<file path="src/szc_pkg.sv">
// Shared types and widths for the silhouette zero-crossing pipeline.
package szc_pkg;

  // Field and intermediate widths.
  localparam int FW  = 16;  // Q8.8 position, Q1.14 normal and view component
  localparam int PW  = 32;  // normal times view component
  localparam int DW  = 34;  // dot product, Q5.28
  localparam int MW  = 50;  // dot product times position
  localparam int NW  = 51;  // numerator d0*p1 - d1*p0
  localparam int EW  = 35;  // denominator d0 - d1
  localparam int XW  = 52;  // rounded dividend 2*|num| + den
  localparam int DVW = 36;  // divisor 2*|den|
  localparam int RW  = 53;  // partial remainder
  localparam int QW  = 17;  // quotient bits before saturation
  localparam int NUM_AXES = 3;

  // Configuration register indexes.
  localparam logic [1:0] REG_VIEW_X = 2'd0;
  localparam logic [1:0] REG_VIEW_Y = 2'd1;
  localparam logic [1:0] REG_VIEW_Z = 2'd2;

  typedef logic signed [FW-1:0] s16_t;
  typedef logic signed [PW-1:0] s32_t;
  typedef logic signed [DW-1:0] dot_t;
  typedef logic signed [MW-1:0] mul_t;

  // One beat in the divider chain, all three axes side by side.
  typedef struct packed {
    logic                          valid;
    logic [NUM_AXES-1:0]           neg;
    logic [NUM_AXES-1:0]           ovf;
    logic [DVW-1:0]                dvs;
    logic [NUM_AXES-1:0][RW-1:0]   rem;
    logic [NUM_AXES-1:0][QW-1:0]   quo;
  } div_t;

endpackage

</file>
<file path="src/szc_div_step.sv">
// One restoring-division stage: yields one quotient bit per axis.
module szc_div_step import szc_pkg::*; (
  input  logic clk,
  input  logic rst_n,
  input  div_t din,
  output div_t dout
);

  div_t dout_r, dout_nxt;

  // Compare against the divisor aligned to the top quotient bit, then shift left.
  always_comb begin
    logic [RW-1:0] sub;
    logic          ge;
    dout_nxt = din;
    sub = RW'({din.dvs, {(QW-1){1'b0}}});
    for (int i = 0; i < NUM_AXES; i++) begin
      ge = din.rem[i] >= sub;
      dout_nxt.rem[i] = ge ? RW'((din.rem[i] - sub) << 1) : RW'(din.rem[i] << 1);
      dout_nxt.quo[i] = {din.quo[i][QW-2:0], ge};
    end
  end

  always_ff @(posedge clk) begin
    if (!rst_n) begin
      dout_r.valid <= 1'b0;
    end else begin
      dout_r.valid <= dout_nxt.valid;
    end
  end

  always_ff @(posedge clk) begin
    dout_r.neg <= dout_nxt.neg;
    dout_r.ovf <= dout_nxt.ovf;
    dout_r.dvs <= dout_nxt.dvs;
    dout_r.rem <= dout_nxt.rem;
    dout_r.quo <= dout_nxt.quo;
  end

  assign dout = dout_r;

endmodule

</file>
<file path="config.mk">
export PLATFORM = sky130hd
export DESIGN_NAME = szc_div_step
export DESIGN_NICKNAME = d
export VERILOG_FILES = /design/src/szc_pkg.sv /design/src/szc_div_step.sv
export SDC_FILE = /design/constraint.sdc
export NUM_CORES = 1
export LEC_CHECK = 0
export ABC_AREA = 1
export BUFFER_PORTS_ARGS = -buffer_cell sky130_fd_sc_hd__buf_2
export CAP_MARGIN = 20
export CORE_AREA = 2 2 196 198
export DETAILED_ROUTE_END_ITERATION = 12
export DIE_AREA = 0 0 198 200
export PLACE_DENSITY = 0.73
export SKIP_LAST_GASP = 1
export SLEW_MARGIN = 0
export SYNTH_ARGS = -nofsm -noshare
export SYNTH_HDL_FRONTEND = slang
export SYNTH_SLANG_ARGS = --single-unit
</file>
<file path="constraint.sdc">
create_clock -name clk -period 5.7 [get_ports clk]
set_input_delay 1.14 -clock clk [delete_from_list [all_inputs] [get_ports clk]]
set_output_delay 1.14 -clock clk [all_outputs]
set_load 0.01 [all_outputs]
</file>
* After elaboration in Yosys (flattened, before gate mapping) *
Cells that the tools add are included.

cells by class
  add/sub/neg operators = 3
  multipliers = 0
  div/mod/pow operators = 0
  $lt $le $gt $ge = 3
  equal/unequal tests = 0
  shift operators = 0
  multiplexer cells = 3
  bitwise operators = 0
  reductions and logical operators = 0

operator list
  kind                                                            count
  53-bit by 52-bit greater-or-equal comparator with 1-bit output  3
  53-bit 2-to-1 mux                                               3
  52-bit subtractor                                               3

storage, ports and cells
  register bits after elaboration = 253
  latch bits = 0
  bits in writable memories = 0
  bits in read-only memories = 0
  input bits = 255
  output and inout port bits = 253
  memories = 0

* Longest topological paths before layout *
  depth in word-level cells = 2
  mapped depth = 16

* Worst setup path after synthesis *
OpenSTA, ideal clock, no wires.

  kind = input-to-reg
  from = input din[173] (netlist name)
  to = register dout_r (netlist bit dout[206])
  library setup time = 113 ps
  arrival = 2614 ps
  data required time = 5587 ps
  slack = 2973 ps
  cell stages on the path = 15
  buffers on the path = 0
  path through = inv_1 ha_1 fa_1 inv_1 nand3_1 nand3_1 nand2_1 nand2_1 nand2_1 nand2_1 nand2_1 nand2_1 nand2_1 nand3_1 nand2_1

RTL lines
  element      RTL line           text
  from (decl)  szc_div_step.sv:5  input div_t din,
  to (decl)    szc_div_step.sv:9  div_t dout_r, dout_nxt;

==> impl_metrics.json <==
{
  "cpMostUsedCell": "nand2_1",
  "synthFlopType": "dfxtp_1",
  "detail_route.wl_per_cell_um": 17.0,
  "cts_tree": "built",
  "antenna_found_initial": 3,
  "h-tree-depth": 1,
  "via_per_inst": 4.88,
  "yosysMostFrequentCell": "nand2_1",
  "yosysSeqAreaShare_pct": 32.9,
  "netlist_area_um2": 15200,
  "hold_viol_final": 0,
  "path_cells": "buf_2, inv_1, ha_1, nand2_1, inv_1, nand2_1, nand2_1, a21oi_2, nand2_1, nand2_1, nand4_2, buf_4, nand3_1, nand2_1",
  "synth_top_area_cell": "dfxtp_1",
  "ys_ff_latch": 250,
  "clk_pin_slew_worst_paths_ns": 0.06,
  "post-route-min-period_ns": 3.37,
  "numCtsBuffers": 27,
  "grt_setup_unrepaired": "no",
  "final_nets": 3235,
  "final_layout_size_suffix_gt1_share_pct": 20.7,
  "critPathMaxStageDelay_ns": 0.45,
  "swShare_pct": 33.4,
  "io_pins": 508,
  "hpwl_mm": 48.6,
  "grt.overflow.total": 0,
  "initial_utilization_pct": 40.7,
  "start_kind": "primary input",
  "synthToLayoutAreaGrowth_pct": 25.2,
  "grt_pass1_wl_mm": 84.7,
  "worstPathArrival_ns": 3.81,
  "cts_resized": 0,
  "cts_setup_buffers": 0,
  "die-area_um2": 39600,
  "dp.cells": 3351,
  "whs_ns": 0.686,
  "fin_crit_sh_pct": 59.2,
  "clkPwrFrac_pct": 32.6,
  "yosysUniqueCellTypes": 32,
  "synth_area_leaders": "dfxtp_1, nand2_1, ha_1",
  "synth_common_cells": "nand2_1, inv_1, dfxtp_1, nand3_1, nor2_1",
  "hold_buffers": 0,
  "critPathRequiredTime_ns": 6.14,
  "clk_path_buf_depth": 3,
  "cts_root_buf": "clkbuf_16",
  "synth_area_per_cell_um2": 6.44,
  "synth-edff-count": 0,
  "largest_register_ffs": 250,
  "combPwrFrac_pct": 29.7,
  "cap_violations": 0,
  "rows": 71,
  "async_flop_share_pct": 0,
  "vdd_drop_max_mv": 0.257,
  "cp_slowest_cell": "nand4_2",
  "setup_violations": 0,
  "netlist_instances": 2365,
  "wirelength_mm": 58.0,
  "fmax_mhz": 296,
  "power.leakage_nw": 10.8,
  "critPathMaxFanout": 22,
  "vias": 16600,
  "slew_headroom_pct": 44.3,
  "drv_slew": 0,
  "grtUsageTotal_pct": 28.1,
  "numPortBuffers": 501,
  "gp_congestion": 0.980,
  "clock-sinks": 250,
  "end_kind": "register",
  "drt_iter0_drc": 1133,
  "status": "completed",
  "die_w_um": 198,
  "power_density_nw_per_um2": 279,
  "crit_type": "primary input to register",
  "final_cells": 3402,
  "drcViolationCount": 0,
  "tightest_slew_ns": 0.835,
  "internal_power_mw": 3.55,
  "die_h_um": 200,
  "first_pass_iters": 5,
  "final_antenna_net_count": 0,
  "synth_top_area_share_pct": 32.9,
  "ys.warnings.count": 0,
  "crit_family": "simple AND/OR/NAND/NOR gates",
  "switchingPower_mw": 1.78,
  "coreArea_um2": 37400,
  "critPathBufInv": 4,
  "grt_max_degree": 35,
  "seqPwrFrac_pct": 37.8,
  "setup-tns-final_ns": 0,
  "hp-class": "primary input to register",
  "grt_pass1_vias": 15400
}
==> cells in the final DEF, fill, tap and decap left out, types with 8 or more instances in the layout <==
cell type	n
inv_1	344
inv_2	8
o21ai_0	18
xor2_1	51
ha_1	108
buf_2	501
nor2_2	16
nand2_2	9
nand3b_1	28
dfxtp_1	250
nor3_1	25
a21oi_1	76
clkbuf_16	27
nor2_1	228
o21bai_1	23
nand4_1	19
nand3_1	239
nand2_1	851
==> worst paths after layout <==
path,start,slack (ns),end,cells after the start
worst max-delay path,din[226],2.33,dout[88],14
worst min-delay path,din[30],0.69,dout[31],1
==> layout make-up <==
cell class                 count  area, um2
fill                        3849      18300
multi-input combinational   1728       8640
sequential                   250       5000
timing repair buffer         507       2550
inverter                     355       1330
clock buffer                  38        767
tap                          511        639
clock inverter                10        120
antenna                        3       7.51
==> power groups by stage <==
stage,sequential (mW),clock (mW),combinational [mW]
6_report,2.01,1.73,1.58
3_3_place_gp,2.05,0,1.55
4_1_cts,2.01,1.77,1.57
2_1_floorplan,2.16,0,0.833
5_1_grt,2.03,1.84,1.76
3_5_place_dp,2.05,0,1.56
==> per-layer routing <==
metal | global-route usage, % | wire length, um | vias up
met1 | 36.6 | 25400 | 7486
met5 | 0 | 0 | -
met2 | 47.1 | 26200 | 647
li1 | - | - | 8372
met4 | 10.8 | 2160 | 0
met3 | 4.23 | 4190 | 95
==> kinds of logic after synthesis <==
family | synth area share (%)
xor+xnor | 3.11
buf+inv | 10.4
other cells | 0.0246
fa+ha+maj | 9.27
simple gates | 39.6
compound gates | 4.69
flops | 32.9
==> stage by stage <==
stage / area, um2 / utilization [%] / setup WS, ns / power [mW]
3_5_place_dp: 18200 / 48.6 / 1.82 / 3.61
3_3_place_gp: 18200 / 48.6 / 1.84 / 3.60
6_report: 19100 / 51.0 / 2.33 / 5.33
2_1_floorplan: 15200 / - / 2.97 / 2.99
4_1_cts: 19100 / 51.0 / 2.38 / 5.36
5_1_grt: 19100 / 51.0 / 2.08 / 5.63
No activity file was read; power rests on OpenSTA's default activity.
