**src/szc_pkg.sv**
```systemverilog
// Shared types and widths for the silhouette zero-crossing pipeline.
package szc_pkg;

  // Field and intermediate widths.
  localparam int FW  = 16;  // Q8.8 position, Q1.14 normal and view component
  localparam int PW  = 32;  // normal times view component
  localparam int DW  = 34;  // dot product, Q5.28
  localparam int MW  = 50;  // dot product times position
  localparam int NW  = 51;  // numerator d0*p1 - d1*p0
  localparam int EW  = 35;  // denominator d0 - d1
  localparam int XW  = 52;  // rounded dividend 2*|num| + den
  localparam int DVW = 36;  // divisor 2*|den|
  localparam int RW  = 53;  // partial remainder
  localparam int QW  = 17;  // quotient bits before saturation
  localparam int NUM_AXES = 3;

  // Configuration register indexes.
  localparam logic [1:0] REG_VIEW_X = 2'd0;
  localparam logic [1:0] REG_VIEW_Y = 2'd1;
  localparam logic [1:0] REG_VIEW_Z = 2'd2;

  typedef logic signed [FW-1:0] s16_t;
  typedef logic signed [PW-1:0] s32_t;
  typedef logic signed [DW-1:0] dot_t;
  typedef logic signed [MW-1:0] mul_t;

  // One beat in the divider chain, all three axes side by side.
  typedef struct packed {
    logic                          valid;
    logic [NUM_AXES-1:0]           neg;
    logic [NUM_AXES-1:0]           ovf;
    logic [DVW-1:0]                dvs;
    logic [NUM_AXES-1:0][RW-1:0]   rem;
    logic [NUM_AXES-1:0][QW-1:0]   quo;
  } div_t;

endpackage

```
**src/szc_dot.sv**
```systemverilog
// Two stages: normal-by-view products, then the two dot products and the facing test.
module szc_dot import szc_pkg::*; (
  input  logic clk,
  input  logic rst_n,
  input  logic in_vld,
  input  s16_t pa [NUM_AXES],
  input  s16_t pb [NUM_AXES],
  input  s16_t na [NUM_AXES],
  input  s16_t nb [NUM_AXES],
  input  s16_t view [NUM_AXES],
  output logic out_vld,
  output dot_t d0,
  output dot_t d1,
  output s16_t pa_o [NUM_AXES],
  output s16_t pb_o [NUM_AXES]
);

  logic vld1_r, vld2_r;
  s32_t proda_r [NUM_AXES];
  s32_t prodb_r [NUM_AXES];
  s16_t pa1_r [NUM_AXES];
  s16_t pb1_r [NUM_AXES];
  s16_t pa2_r [NUM_AXES];
  s16_t pb2_r [NUM_AXES];
  dot_t d0_r, d1_r, d0_nxt, d1_nxt;
  logic keep;

  // Stage one valid and stage two valid; edges with matching facing drop out here.
  always_ff @(posedge clk) begin
    if (!rst_n) begin
      vld1_r <= 1'b0;
      vld2_r <= 1'b0;
    end else begin
      vld1_r <= in_vld;
      vld2_r <= vld1_r & keep;
    end
  end

  // Stage one: six products.
  always_ff @(posedge clk) begin
    for (int i = 0; i < NUM_AXES; i++) begin
      proda_r[i] <= na[i] * view[i];
      prodb_r[i] <= nb[i] * view[i];
      pa1_r[i]   <= pa[i];
      pb1_r[i]   <= pb[i];
    end
  end

  // Stage two: exact sums.
  always_comb begin
    d0_nxt = DW'(proda_r[0]) + DW'(proda_r[1]) + DW'(proda_r[2]);
    d1_nxt = DW'(prodb_r[0]) + DW'(prodb_r[1]) + DW'(prodb_r[2]);
    keep   = d0_nxt[DW-1] ^ d1_nxt[DW-1];
  end

  always_ff @(posedge clk) begin
    d0_r <= d0_nxt;
    d1_r <= d1_nxt;
    for (int i = 0; i < NUM_AXES; i++) begin
      pa2_r[i] <= pa1_r[i];
      pb2_r[i] <= pb1_r[i];
    end
  end

  assign out_vld = vld2_r;
  assign d0      = d0_r;
  assign d1      = d1_r;
  assign pa_o    = pa2_r;
  assign pb_o    = pb2_r;

endmodule

```
**config.mk**
```make
export PLATFORM = sky130hd
export DESIGN_NAME = szc_dot
export DESIGN_NICKNAME = d
export VERILOG_FILES = /design/src/szc_pkg.sv /design/src/szc_dot.sv
export SDC_FILE = /design/constraint.sdc
export NUM_CORES = 2
export LEC_CHECK = 0
export BUFFER_PORTS_ARGS = -buffer_cell sky130_fd_sc_hd__buf_2
export CORE_ASPECT_RATIO = 1.2
export CORE_MARGIN = 4
export CORE_UTILIZATION = 64
export DETAILED_ROUTE_END_ITERATION = 10
export GPL_TIMING_DRIVEN = 0
export HOLD_SLACK_MARGIN = 0.12
export PLACE_DENSITY = 0.83
export SYNTH_ARGS = -nofsm -noshare
export SYNTH_HDL_FRONTEND = slang
export SYNTH_SLANG_ARGS = --single-unit
```
**constraint.sdc**
```tcl
create_clock -name clk -period 7.6 [get_ports clk]
set_input_delay 0.38 -clock clk [delete_from_list [all_inputs] [get_ports clk]]
set_output_delay 0.38 -clock clk [all_outputs]
set_load 0.1 [all_outputs]
```
# [Yosys cells after proc, flatten, opt, wreduce, memory -nomap -nowiden]
# Memories as Yosys holds them, arrays and structs flattened. A register that Yosys moved wholly into a read port is not among the register bits.
# Index checks and enable logic that the tools add are counted.
[totals] mem_count=4 word_cells=20 ramBits=288 register_bits=70
[classes] multipliers=6 bitwise_logic=2 addsub=4
[memory_table] name="proda_r" words=3 word_bits=32 rd=3 rd_clocked_by_memory_dff=0 wr=3 line_no="szc_dot.sv:19" text="s32_t proda_r [NUM_AXES];"
[memory_table] name="prodb_r" words=3 word_bits=32 rd=3 rd_clocked_by_memory_dff=0 wr=3 line_no="szc_dot.sv:20" text="s32_t prodb_r [NUM_AXES];"
[memory_table] name="pa1_r" words=3 word_bits=16 rd=3 rd_clocked_by_memory_dff=3 wr=3 line_no="szc_dot.sv:21" text="s16_t pa1_r [NUM_AXES];"
[memory_table] name="pb1_r" words=3 word_bits=16 rd=3 rd_clocked_by_memory_dff=3 wr=3 line_no="szc_dot.sv:22" text="s16_t pb1_r [NUM_AXES];"
[ops] operator="multiplier 16 x 16 -> 32 bit" count=6
[ops] operator="adder 33 x 32 -> 34 bit" count=2
[ops] operator="adder 32 x 32 -> 33 bit" count=2
[ops] operator="AND 1 bit" count=1
[ops] operator="XOR 1 bit" count=1

# [Longest topological paths before layout]
[logic_depth] depth_word=4 depth_mapped=26 ltp_nobuf=25

# [Worst setup path before layout]
# Ideal clock, no wire load.
[synth_path] kind="input-to-reg" from="input port view[23] (netlist bit)" to="memory prodb_r[0][62] (netlist bit)" cell_stages=24 t_required_ns=7.528 path_slack_ns=1.463 n_path_buf=1 arrival_ns=6.064 setup_time_ns=0.072 cell_sequence="clkbuf_1 -> nand2_1 -> fa_1 -> inv_1 -> fa_1 -> inv_1 -> fa_1 -> inv_1 -> fa_1 -> fa_1 -> inv_1 -> fa_1 -> inv_1 -> ha_1 -> a21o_1 -> a21o_1 -> a2111oi_2 -> o211ai_1 -> nand2_1 -> o21ai_2 -> a2111o_1 -> a31o_1 -> a21oi_2 -> xnor2_1"
[synth_rtl] element="start: declaration" line_no="szc_dot.sv:10" text="input s16_t view [NUM_AXES],"
[synth_rtl] element="end: declaration" line_no="szc_dot.sv:20"

==> flow_metrics.env <==
export IMPL_skew_ns=0.0618
export IMPL_placementRows=134
export IMPL_final_hold_viol_count=0
export IMPL_clkTransAtPathRegs_ns=0.06
export IMPL_synth_seq_cells=454
export IMPL_clk_latency_ns=0.65
export IMPL_cts_buffer_depth=3
export IMPL_die_area_mm2=0.118
export IMPL_reg2reg_from="prodb_r[0][1]"
export IMPL_netlist_instances=7370
export IMPL_yosysUniqueCellTypes=69
export IMPL_cpMostUsedCell="fa_1"
export IMPL_avgViaCountPerCell=5.62
export IMPL_ant_nets=0
export IMPL_place_gp_congestion=1.03
export IMPL_yosysWarningCount=0
export IMPL_grt_overflow=0
export IMPL_crit_path_start_kind="input port"
export IMPL_crit_buf_inv=5
export IMPL_via_count=53200
export IMPL_critPathMaxStageDelay_ns=0.74
export IMPL_grt_max_degree=17
export IMPL_worst_slack_ns=0.132
export IMPL_final_nets=10400
export IMPL_status="finished clean"
export IMPL_max_freq_mhz=134
export IMPL_hold_start="view[0]"
export IMPL_drv_slew=0
export IMPL_first_global_vias=59100
export IMPL_endpoint_kind="flip-flop"
export IMPL_finalCriticalPeriod_ns=7.47
export IMPL_cts_tree="yes"
export IMPL_drtIter0Drc=3557
export IMPL_drc=0
export IMPL_portBuffers=407
export IMPL_critPathTopFamily="adder cells"
export IMPL_finalSetupViolCount=0
export IMPL_syn_to_final_growth_pct=9.18
export IMPL_synth_edff_count=0
export IMPL_cts_sinks=454
export IMPL_io_pins=408
export IMPL_routedWlPerCell_um=22.4
export IMPL_mostFrequentLayoutCells="1722 x inv_1, 1638 x fa_1, 773 x nand2_1"
export IMPL_crit_chain="buf_2 > inv_1 > clkdlybuf4s15_1 > nor2_1 > fa_1 > fa_1 > fa_1 > fa_1 > fa_1 > inv_1 > fa_1 > inv_1 > ha_1 > a21o_1 > a2111oi_2 > o211ai_1 > nand2_1 > o21ai_2 > a2111o_1 > a31o_1 > a21oi_2 > xnor2_1"
export IMPL_synth_area_leaders="fa_1 46%, dfxtp_1 13%, ha_1 9.7%"
export IMPL_grt_pass1_wl_um=330000
export IMPL_min_path_cells=2
export IMPL_place_ws_ns=-0.360
export IMPL_ys_flop_type="dfxtp_1"
export IMPL_htreeDepth=2
export IMPL_track_usage=0.371
export IMPL_timing_slew_headroom=0.212
export IMPL_chipHeight_um=375
export IMPL_yosysTopAreaCell="fa_1"
export IMPL_synth_seq_area_share=0.127
export IMPL_crit_required_ns=8.01
export IMPL_die_w_um=314
export IMPL_layout_commonest_cell="inv_1"
export IMPL_fin_crit_sh=0.983
export IMPL_cp_max_fo=11
export IMPL_cpMaxStageDelayCell="clkdlybuf4s15_1"
export IMPL_cts_root_buf="clkbuf_16"
export IMPL_timing_max_cap_violations=0
export IMPL_fillers=8481
export IMPL_min_to="proda_r[0][64]"
export IMPL_path_class="in2reg"
export IMPL_netlist_area_leader_share=0.457
export IMPL_r2r_slack_ns=3.26
export IMPL_cp_arrival_ns=7.88
export IMPL_rsz0062_at_grt="no"
export IMPL_worst_r2r_path_depth=14
export IMPL_routed_wirelength_um=212000
export IMPL_tightest_slew_ns=1.17
export IMPL_drive_above_1_share=0.0640
export IMPL_r2r_end="out_vld"
export IMPL_min_path_type="in2reg"
export IMPL_synthesis_nets=9807
export IMPL_core_area_mm2=0.111
export IMPL_syn_avg_cell_area_um2=9.74
export IMPL_cts_buffers=45
export IMPL_dr_pass1_iters=5
export IMPL_syn_area_mm2=0.0718
export IMPL_dp_hpwl_um=179000
export IMPL_antenna_found_initial=21
export IMPL_start_util=0.645
export IMPL_synthArstFlopShare=0
## metrics by stage
stage	util	cells	cell area (um^2)	TNS, ns	hold slack [ns]
floorplan	-	7370	71800	0	0.310
global placement	0.680	9273	75700	-0.633	0.310
detailed placement	0.680	9273	75700	-0.780	0.312
CTS	0.703	9455	78300	0	0.124
global route	0.704	9460	78300	0	0.131
finish	0.704	9470	78300	0	0.150
## Yosys cell counts, types with 8 or more instances
library cell,instances
nor3_1,32
nand2b_1,50
dfxtp_1,454
or3_1,8
xnor2_1,214
ha_1,556
o211ai_1,9
nand4_1,14
o21a_1,36
nor2_1,204
o21ai_1,20
and2_1,748
clkbuf_1,237
fa_1,1638
xor2_1,51
o21ai_0,88
and3_1,20
a211oi_1,24
nand3_1,37
nor2b_1,22
inv_1,1722
a31oi_1,14
o21bai_1,36
nand2_1,773
a21oi_1,173
a21o_1,82
## metal layers
metal  track usage  vias up  routed length (um)
li1              -    22900                   -
met5             0        -                 111
met4         0.250       18               18200
met2         0.619     2530              102000
met1         0.428    26900               72900
met3        0.0839      850               19100
## registers in the layout (all words and copies together), names as in the netlist
| register | count |
|---|---|
| d1 | 34 |
| out_vld | 1 |
| proda_r | 96 |
| vld1_r | 1 |
| prodb_r | 96 |
| pb1_r | 48 |
| d0 | 34 |
| pb_o | 48 |
| pa_o | 48 |
| pa1_r | 48 |
## worst reg2reg max path: cells and delay by family (launching register included)
family	cells	cell delay, ns
compound gates	5	1.37
fa+ha+maj	3	1.20
simple gates	4	0.94
flops	1	0.32
xor+xnor	1	0.29
buf+inv	1	0.07
## layout make-up
cell class              count  area, um^2  share of cell area
flip-flops and latches    454        9090               0.116
multi-input cells        4954       55300               0.706
clock inverters            25         402             0.00513
repair buffers            506        3030              0.0386
inverters                1722        6460              0.0825
plain buffers             240         908              0.0116
diodes                     15        37.5            0.000479
clock buffers              58        1230              0.0158
well taps                1496        1870              0.0239
## worst max path at each step
stage | start | end | cells after the start
3_3_place_gp | view[31] | prodb_r[0][63] | 23
4_1_cts | view[31] | prodb_r[0][63] | 23
5_1_grt | view[31] | prodb_r[0][62] | 22
3_5_place_dp | view[31] | prodb_r[0][63] | 23
6_report | view[31] | prodb_r[0][62] | 22
2_1_floorplan | view[23] | prodb_r[0][62] | 24
## logic make-up (layout without fill, tap and decap cells)
kind of cell             after synthesis  in the layout  synth area share
flip-flops                           454            454             0.127
AND/OR/NAND/NOR                     1932           1932             0.134
XOR/XNOR                             265            265            0.0323
AO/OA/AOI/OAI                        563            563            0.0507
buffers and inverters               1962           2551             0.103
adder cells (fa/ha/maj)             2194           2194             0.554
other                                  0             15                 0
## timing repair
item | CTS | global route
endpoints found under the hold margin | 98 | 0
gates resized for setup | 0 | 2
setup endpoints to repair | 0 | 1
hold buffers | 99 | 0
buffers inserted | 0 | 0
Power is left out: the tool's default activity adds up to more than one toggle a clock period on the data nets, which glitch-free logic cannot reach.
